`config.mk`:
```
export PLATFORM = sky130hd
export DESIGN_NAME = sorted_request_queue
export DESIGN_NICKNAME = d
export VERILOG_FILES = /design/src/hw/rtl/srq_pkg.sv /design/src/hw/rtl/sorted_request_queue.sv /design/src/hw/rtl/srq_ctrl.sv /design/src/hw/rtl/srq_datapath.sv
export SDC_FILE = /design/constraint.sdc
export NUM_CORES = 2
export LEC_CHECK = 0
export ABC_AREA = 0
export BUFFER_PORTS_ARGS = -buffer_cell sky130_fd_sc_hd__buf_2
export CORE_AREA = 4 4 307 535
export CTS_CLUSTER_DIAMETER = 30
export CTS_CLUSTER_SIZE = 40
export DETAILED_ROUTE_END_ITERATION = 16
export DIE_AREA = 0 0 311 539
export PLACE_DENSITY = 0.6
export SLEW_MARGIN = 20
export SYNTH_ARGS = -nofsm -noshare
export SYNTH_HDL_FRONTEND = slang
export SYNTH_SLANG_ARGS = --single-unit
```
`constraint.sdc`:
```
create_clock -name clock -period 23.2 [get_ports clock]
set_input_delay 4.64 -clock clock [delete_from_list [all_inputs] [get_ports clock]]
set_output_delay 4.64 -clock clock [all_outputs]
set_load 0.01 [all_outputs]
```
`src/hw/rtl/srq_pkg.sv`:
```
// srq_pkg: sizes, opcodes, status codes and controller command type
// for the sorted request queue. No dependencies.
package srq_pkg;

   localparam int DEPTH      = 16;
   localparam int ID_BITS    = 8;
   localparam int STAMP_BITS = 32;
   localparam int IDX_BITS   = $clog2(DEPTH);
   localparam int CNT_BITS   = $clog2(DEPTH + 1);

   localparam int OP_W  = 2;
   localparam int ST_W  = 2;
   localparam int POS_W = 4;
   localparam int TS_W  = 32;
   localparam int CNT_W = 5;

   localparam logic [OP_W-1:0] OP_INSERT = 2'd0;
   localparam logic [OP_W-1:0] OP_REMOVE = 2'd1;
   localparam logic [OP_W-1:0] OP_LOOKUP = 2'd2;

   localparam logic [ST_W-1:0] ST_OK        = 2'd0;
   localparam logic [ST_W-1:0] ST_FULL      = 2'd1;
   localparam logic [ST_W-1:0] ST_NOT_FOUND = 2'd2;
   localparam logic [ST_W-1:0] ST_EMPTY     = 2'd3;

   typedef struct packed {
      logic capture;
      logic compare;
      logic apply;
   } cmd_type;

endpackage

```
`src/hw/rtl/sorted_request_queue.sv`:
```
// sorted_request_queue: top level, controller plus datapath.
// Depends on srq_pkg, srq_ctrl, srq_datapath.
//
//  channel | direction | handshake         | payload
//  req     | in        | req_valid/stall   | opcode, process_id, timestamp, going_up
//  rsp     | out       | rsp_valid/stall   | status, position, found_timestamp,
//          |           |                   | found_going_up, entry_count
//
// Each transaction goes through capture, parallel compare across all
// cells, then shift/update and result load. The next request is taken
// while a result is still held; the update stage waits while rsp_stall holds
// a previous result. Synchronous reset empties the queue; entry contents
// are not cleared.
module sorted_request_queue (
   input  logic                             clock,
   input  logic                             reset,
   input  logic                             req_valid,
   output logic                             req_stall,
   input  logic [srq_pkg::OP_W-1:0]         req_opcode,
   input  logic [srq_pkg::ID_BITS-1:0]      req_process_id,
   input  logic [srq_pkg::STAMP_BITS-1:0]   req_timestamp,
   input  logic                             req_going_up,
   output logic                             rsp_valid,
   input  logic                             rsp_stall,
   output logic [srq_pkg::ST_W-1:0]         rsp_status,
   output logic [srq_pkg::POS_W-1:0]        rsp_position,
   output logic [srq_pkg::TS_W-1:0]         rsp_found_timestamp,
   output logic                             rsp_found_going_up,
   output logic [srq_pkg::CNT_W-1:0]        rsp_entry_count
);

   srq_pkg::cmd_type cmd;

   srq_ctrl u_ctrl (
      .clock     (clock),
      .reset     (reset),
      .req_valid (req_valid),
      .req_stall (req_stall),
      .rsp_valid (rsp_valid),
      .rsp_stall (rsp_stall),
      .cmd       (cmd)
   );

   srq_datapath u_dp (
      .clock               (clock),
      .reset               (reset),
      .cmd                 (cmd),
      .req_opcode          (req_opcode),
      .req_process_id      (req_process_id),
      .req_timestamp       (req_timestamp),
      .req_going_up        (req_going_up),
      .rsp_status          (rsp_status),
      .rsp_position        (rsp_position),
      .rsp_found_timestamp (rsp_found_timestamp),
      .rsp_found_going_up  (rsp_found_going_up),
      .rsp_entry_count     (rsp_entry_count)
   );

endmodule

```
`src/hw/rtl/srq_ctrl.sv`:
```
// srq_ctrl: sequencer for one transaction (capture, compare, apply)
// and the result valid flag. Depends on srq_pkg.
module srq_ctrl (
   input  logic             clock,
   input  logic             reset,
   input  logic             req_valid,
   output logic             req_stall,
   output logic             rsp_valid,
   input  logic             rsp_stall,
   output srq_pkg::cmd_type cmd
);

   localparam logic [1:0] S_IDLE  = 2'd0;
   localparam logic [1:0] S_CMP   = 2'd1;
   localparam logic [1:0] S_APPLY = 2'd2;

   logic [1:0] state_ff, state_in;
   logic       rsp_valid_ff, rsp_valid_in;

   always_comb begin
      state_in     = state_ff;
      rsp_valid_in = rsp_valid_ff && rsp_stall;
      cmd          = '0;
      req_stall    = 1'b1;
      case (state_ff)
         S_IDLE: begin
            req_stall = 1'b0;
            if (req_valid) begin
               cmd.capture = 1'b1;
               state_in    = S_CMP;
            end
         end
         S_CMP: begin
            cmd.compare = 1'b1;
            state_in    = S_APPLY;
         end
         S_APPLY: begin
            if (!rsp_valid_ff || !rsp_stall) begin
               cmd.apply    = 1'b1;
               rsp_valid_in = 1'b1;
               state_in     = S_IDLE;
            end
         end
         default: begin
            state_in = S_IDLE;
         end
      endcase
   end

   always_ff @(posedge clock) begin
      if (reset) begin
         state_ff     <= S_IDLE;
         rsp_valid_ff <= 1'b0;
      end else begin
         state_ff     <= state_in;
         rsp_valid_ff <= rsp_valid_in;
      end
   end

   assign rsp_valid = rsp_valid_ff;

endmodule

```
`src/hw/rtl/srq_datapath.sv`:
```
// srq_datapath: row of sorted entry cells, parallel key/id compare,
// shift-insert and shift-remove, result register. Depends on srq_pkg.
module srq_datapath (
   input  logic                             clock,
   input  logic                             reset,
   input  srq_pkg::cmd_type                 cmd,
   input  logic [srq_pkg::OP_W-1:0]         req_opcode,
   input  logic [srq_pkg::ID_BITS-1:0]      req_process_id,
   input  logic [srq_pkg::STAMP_BITS-1:0]   req_timestamp,
   input  logic                             req_going_up,
   output logic [srq_pkg::ST_W-1:0]         rsp_status,
   output logic [srq_pkg::POS_W-1:0]        rsp_position,
   output logic [srq_pkg::TS_W-1:0]         rsp_found_timestamp,
   output logic                             rsp_found_going_up,
   output logic [srq_pkg::CNT_W-1:0]        rsp_entry_count
);

   localparam int N = srq_pkg::DEPTH;

   logic [srq_pkg::OP_W-1:0]       op_ff;
   logic [srq_pkg::ID_BITS-1:0]    id_ff;
   logic [srq_pkg::STAMP_BITS-1:0] stamp_ff;
   logic                           dir_ff;

   logic [srq_pkg::STAMP_BITS-1:0] cell_stamp_ff [N];
   logic [srq_pkg::STAMP_BITS-1:0] cell_stamp_in [N];
   logic [srq_pkg::ID_BITS-1:0]    cell_id_ff [N];
   logic [srq_pkg::ID_BITS-1:0]    cell_id_in [N];
   logic                           cell_dir_ff [N];
   logic                           cell_dir_in [N];
   logic [srq_pkg::CNT_BITS-1:0]   count_ff, count_in;

   logic [N-1:0] ge_ff, ge_in;
   logic [N-1:0] match_ff, match_in;

   logic [srq_pkg::ST_W-1:0]       status_in;
   logic [srq_pkg::IDX_BITS-1:0]   pos_in;
   logic [srq_pkg::STAMP_BITS-1:0] fts_in;
   logic                           fdir_in;
   logic [srq_pkg::ST_W-1:0]       status_ff;
   logic [srq_pkg::IDX_BITS-1:0]   pos_ff;
   logic [srq_pkg::STAMP_BITS-1:0] fts_ff;
   logic                           fdir_ff;

   // per-cell compares: ge = slot at/after insert point, match = id hit
   always_comb begin
      for (int i = 0; i < N; i++) begin
         ge_in[i] = (srq_pkg::CNT_BITS'(i) >= count_ff) ||
                    (cell_stamp_ff[i] > stamp_ff) ||
                    ((cell_stamp_ff[i] == stamp_ff) && (cell_id_ff[i] > id_ff));
         match_in[i] = (srq_pkg::CNT_BITS'(i) < count_ff) && (cell_id_ff[i] == id_ff);
      end
   end

   logic [N-1:0] first;
   logic [N-1:0] seen;

   always_comb begin
      logic acc;
      acc = 1'b0;
      for (int i = 0; i < N; i++) begin
         first[i] = match_ff[i] && !acc;
         acc      = acc || match_ff[i];
         seen[i]  = acc;
      end
   end

   always_comb begin
      pos_in  = '0;
      fts_in  = '0;
      fdir_in = 1'b0;
      for (int i = 0; i < N; i++) begin
         if (first[i]) begin
            pos_in  = pos_in | srq_pkg::IDX_BITS'(i);
            fts_in  = fts_in | cell_stamp_ff[i];
            fdir_in = fdir_in | cell_dir_ff[i];
         end
      end
   end

   always_comb begin
      status_in = srq_pkg::ST_OK;
      count_in  = count_ff;
      for (int i = 0; i < N; i++) begin
         cell_stamp_in[i] = cell_stamp_ff[i];
         cell_id_in[i]    = cell_id_ff[i];
         cell_dir_in[i]   = cell_dir_ff[i];
      end
      case (op_ff)
         srq_pkg::OP_INSERT: begin
            if (count_ff == srq_pkg::CNT_BITS'(N)) begin
               status_in = srq_pkg::ST_FULL;
            end else begin
               count_in = count_ff + 1'b1;
               for (int i = 0; i < N; i++) begin
                  if (i > 0 && ge_ff[(i > 0) ? i - 1 : 0]) begin
                     cell_stamp_in[i] = cell_stamp_ff[(i > 0) ? i - 1 : 0];
                     cell_id_in[i]    = cell_id_ff[(i > 0) ? i - 1 : 0];
                     cell_dir_in[i]   = cell_dir_ff[(i > 0) ? i - 1 : 0];
                  end else if (ge_ff[i]) begin
                     cell_stamp_in[i] = stamp_ff;
                     cell_id_in[i]    = id_ff;
                     cell_dir_in[i]   = dir_ff;
                  end
               end
            end
         end
         srq_pkg::OP_REMOVE, srq_pkg::OP_LOOKUP: begin
            if (count_ff == '0) begin
               status_in = srq_pkg::ST_EMPTY;
            end else if (match_ff == '0) begin
               status_in = srq_pkg::ST_NOT_FOUND;
            end else if (op_ff == srq_pkg::OP_REMOVE) begin
               count_in = count_ff - 1'b1;
               for (int i = 0; i < N - 1; i++) begin
                  if (seen[i]) begin
                     cell_stamp_in[i] = cell_stamp_ff[i + 1];
                     cell_id_in[i]    = cell_id_ff[i + 1];
                     cell_dir_in[i]   = cell_dir_ff[i + 1];
                  end
               end
            end
         end
         default: begin
            status_in = srq_pkg::ST_OK;
         end
      endcase
   end

   logic report;
   assign report = (op_ff == srq_pkg::OP_REMOVE || op_ff == srq_pkg::OP_LOOKUP) &&
                   (count_ff != '0) && (match_ff != '0);

   always_ff @(posedge clock) begin
      if (reset) begin
         count_ff <= '0;
      end else if (cmd.apply) begin
         count_ff <= count_in;
      end
   end

   always_ff @(posedge clock) begin
      if (cmd.capture) begin
         op_ff    <= req_opcode;
         id_ff    <= req_process_id;
         stamp_ff <= req_timestamp;
         dir_ff   <= req_going_up;
      end
      if (cmd.compare) begin
         ge_ff    <= ge_in;
         match_ff <= match_in;
      end
      if (cmd.apply) begin
         for (int i = 0; i < N; i++) begin
            cell_stamp_ff[i] <= cell_stamp_in[i];
            cell_id_ff[i]    <= cell_id_in[i];
            cell_dir_ff[i]   <= cell_dir_in[i];
         end
         status_ff <= status_in;
         pos_ff    <= report ? pos_in : '0;
         fts_ff    <= report ? fts_in : '0;
         fdir_ff   <= report ? fdir_in : 1'b0;
      end
   end

   logic [srq_pkg::CNT_BITS-1:0] count_out_ff;

   always_ff @(posedge clock) begin
      if (cmd.apply) begin
         count_out_ff <= count_in;
      end
   end

   assign rsp_status          = status_ff;
   assign rsp_position        = srq_pkg::POS_W'(pos_ff);
   assign rsp_found_timestamp = srq_pkg::TS_W'(fts_ff);
   assign rsp_found_going_up  = fdir_ff;
   assign rsp_entry_count     = srq_pkg::CNT_W'(count_out_ff);

endmodule

```
==> impl_metrics.json <==
{
  "grt_pass1_wl_um": 343000,
  "netlist_area_um2": 55600,
  "path_clk_slew_ns": 0.05,
  "post_synthesis_async_set_or_reset_flop_share_pct": 0,
  "finalWeightedCongestion": 1.00,
  "setup_viol": 0,
  "most_frequent_cells_in_the_layout": "sky130_fd_sc_hd__nand2_1 (832), sky130_fd_sc_hd__edfxtp_1 (775), sky130_fd_sc_hd__o21ai_0 (762)",
  "pre_cts_setup_slack_ns": 15.03,
  "layout.nets": 6282,
  "groute.layer.met3.usage_pct": 3.94,
  "first_global_vias": 49700,
  "syn-instance-count": 5531,
  "antenna_left": 0,
  "critPathRequiredTime_ns": 23.65,
  "setup.worst_path.start_class": "primary input",
  "detailed_place_hpwl_um": 177000,
  "number_of_enable_type_register_cells_in_the_synthesized_netlist": 775,
  "reg2reg_from": "u_dp.op_ff[0]$_DFFE_PP_",
  "htreeDepth": 4,
  "postLayoutSetupSlackWorst_ns": 15.76,
  "flow.area_growth_from_synthesis_pct": 16.2,
  "maxClockFrequency_ghz": 0.134,
  "worst_hold_path_type": "reg2reg",
  "design.die.area_um2": 168000,
  "timing.slew.headroom_pct": 3.68,
  "grt_max_degree": 243,
  "first_pass_iters": 7,
  "ys_types": 85,
  "wl_per_cell_um": 31.3,
  "syn_area_per_cell_um2": 10.1,
  "crit_path_max_fanout": 24,
  "syn-num-nets": 6227,
  "max_slew_violation_count": 0,
  "post_cts_resize_count": 0,
  "post-route-drc-count": 0,
  "placementRows": 194,
  "antenna_found_initial": 6,
  "worstHoldStart": "u_ctrl.rsp_valid$_SDFF_PP0_",
  "groute.layer.met1.usage_pct": 27.0,
  "post_route_cells_drive_above_1_share_pct": 10.2,
  "tritoncts_clock_tree": "done",
  "port_buffers": 92,
  "placeableCoreArea_um2": 160000,
  "cts_setup_buffers": 0,
  "die_w_um": 311,
  "number_of_endpoints_with_negative_hold_slack_in_the_final_report": 0,
  "final.min_clock_period_ns": 7.44,
  "fin_crit_sh_pct": 32.1,
  "routed-via-count": 49400,
  "routed_via_density": 6.35,
  "drt_first_iter_violations": 4661,
  "global_route.usage.met2_pct": 48.6,
  "tns_setup_ns": 0,
  "cts_buffers": 174,
  "rsz0062_at_grt": "false",
  "postRouteWirelength_um": 243000,
  "rrSetupSlack_ns": 18.24,
  "starting_density_of_the_core_pct": 34.8,
  "synth-warning-count": 0,
  "grt_usage_pct": 27.9,
  "final_common_cell": "sky130_fd_sc_hd__nand2_1",
  "worst-endpoint-arrival_ns": 7.89,
  "crit_type": "in2reg",
  "endpoint_kind": "register",
  "finalClockSkew_ns": 0.0648,
  "synth_seq_cells": 783,
  "drv.max_cap_violation_count": 0,
  "outcome": "finished clean",
  "die_h_um": 539,
  "gr-max-usage-layer": "met2",
  "cts-root-buf": "sky130_fd_sc_hd__clkbuf_16",
  "num_io_pins": 93,
  "power.density_cell_area_nw_per_um2": 74.5,
  "ys_dominant_reg_cell": "sky130_fd_sc_hd__edfxtp_1",
  "seq_area_frac_synth_pct": 42.1,
  "critical_path.startpoint": "rsp_stall",
  "p_leak_nw": 26.9,
  "grt_overflow_total": 0,
  "cts_max_path_buffers": 4,
  "tightestPinTransition_ns": 1.43,
  "clock_sink_count": 783,
  "holdBufCountCts": 0,
  "clock_insertion_delay_at_the_later_pin_of_the_skew_report_ns": 0.82,
  "worst_ir_drop_vdd_mv": 0.0570
}
## through the flow
stage               total power, mW  instances  util, %  instance area [µm²]  hold slack, ns
floorplan                      2.02       5531        -                55600           0.507
global placement               2.23       7459     36.7                58600           0.534
detailed placement             2.25       7459     36.7                58600           0.547
CTS                            4.82       7765     40.4                64500           0.554
global route                   4.95       7775     40.5                64600           0.579
finish                         4.82       7782     40.5                64700           0.552
## cell families (layout without fill, tap and decap cells)
logic type | Yosys count | in the layout | share of synthesized area [%]
buf+inv | 483 | 668 | 3.35
flops | 783 | 783 | 42.1
mux | 582 | 582 | 10.5
fa+ha+maj | 649 | 649 | 14.6
compound gates | 1614 | 1614 | 17.8
simple gates | 1419 | 1419 | 11.7
xor+xnor | 1 | 1 | 0.0157
other cells | 0 | 8 | 0
## sequential cells by signal (all words and copies together) (netlist names)
register                  cells
u_dp.op_ff                    2
u_dp.count_ff                 5
u_dp.rsp_entry_count          5
u_dp.dir_ff                   1
u_ctrl.state_ff               2
u_dp.id_ff                    8
u_dp.cell_dir_ff             16
u_dp.ge_ff                   16
u_dp.rsp_found_timestamp     32
u_dp.cell_id_ff             128
u_dp.stamp_ff                32
u_dp.cell_stamp_ff          512
u_dp.rsp_position             4
u_dp.rsp_status               2
u_ctrl.rsp_valid              1
u_dp.match_ff                16
u_dp.rsp_found_going_up       1
## layout make-up
type	instances	area, µm²
antenna	8	20.0
clock buffer	185	4440
clock inverter	121	1500
fill	15500	95100
inverter	116	435
multi-input combinational	4265	30600
sequential	783	23400
tap	2058	2570
timing repair buffer	246	1680
## cells in the mapped netlist (33+ instances only)
| master | count | area share [%] |
|---|---|---|
| sky130_fd_sc_hd__a22oi_1 | 70 | 0.94 |
| sky130_fd_sc_hd__nor2b_1 | 93 | 1.0 |
| sky130_fd_sc_hd__edfxtp_1 | 775 | 42 |
| sky130_fd_sc_hd__clkbuf_1 | 320 | 2.2 |
| sky130_fd_sc_hd__o211ai_1 | 45 | 0.61 |
| sky130_fd_sc_hd__a211oi_1 | 35 | 0.47 |
| sky130_fd_sc_hd__nor2_1 | 137 | 0.92 |
| sky130_fd_sc_hd__inv_1 | 115 | 0.78 |
| sky130_fd_sc_hd__a21oi_1 | 252 | 2.3 |
| sky130_fd_sc_hd__a221oi_1 | 74 | 1.2 |
| sky130_fd_sc_hd__nand4_1 | 138 | 1.6 |
| sky130_fd_sc_hd__o21ai_0 | 769 | 6.9 |
| sky130_fd_sc_hd__nand2_1 | 832 | 5.6 |
| sky130_fd_sc_hd__nand3_1 | 40 | 0.36 |
| sky130_fd_sc_hd__ha_1 | 649 | 15 |
| sky130_fd_sc_hd__mux2i_1 | 577 | 10 |
| sky130_fd_sc_hd__a31oi_1 | 33 | 0.37 |
| sky130_fd_sc_hd__nand3b_1 | 33 | 0.45 |
| sky130_fd_sc_hd__a221o_1 | 34 | 0.61 |
| sky130_fd_sc_hd__a21o_1 | 106 | 1.4 |
| sky130_fd_sc_hd__nor3_1 | 51 | 0.46 |
## final timing paths
kind / end / depth (start not counted)
setup / recovery: u_dp.cell_id_ff[0][33]$_DFFE_PP_ / 6
hold / removal: u_ctrl.rsp_valid$_SDFF_PP0_ / 2
setup reg to reg: u_dp.cell_dir_ff[11]$_DFFE_PP_ / 6
hold reg to reg: u_ctrl.rsp_valid$_SDFF_PP0_ / 2
## power breakdown
group	internal [mW]	switching, mW
logic	0.184	0.407
clock network	1.69	0.880
registers	1.61	0.0440
total	3.49	1.33
## metal layers
layer | share of wire (%) | up-vias
met4 | 14 | 4
met1 | 32 | 24000
li1 | - | 21300
met3 | 5.4 | 1353
met2 | 49 | 2773
met5 | 0.014 | -
## critical path, cell delays in order
cell and delay [ns]:
sky130_fd_sc_hd__buf_2 0.13, sky130_fd_sc_hd__a21oi_4 0.20, sky130_fd_sc_hd__nor2b_1 0.49, sky130_fd_sc_hd__nand4b_4 0.82, sky130_fd_sc_hd__a211oi_4 1.10, sky130_fd_sc_hd__buf_4 0.47
Note: power is estimated with default switching activity, not from simulation.
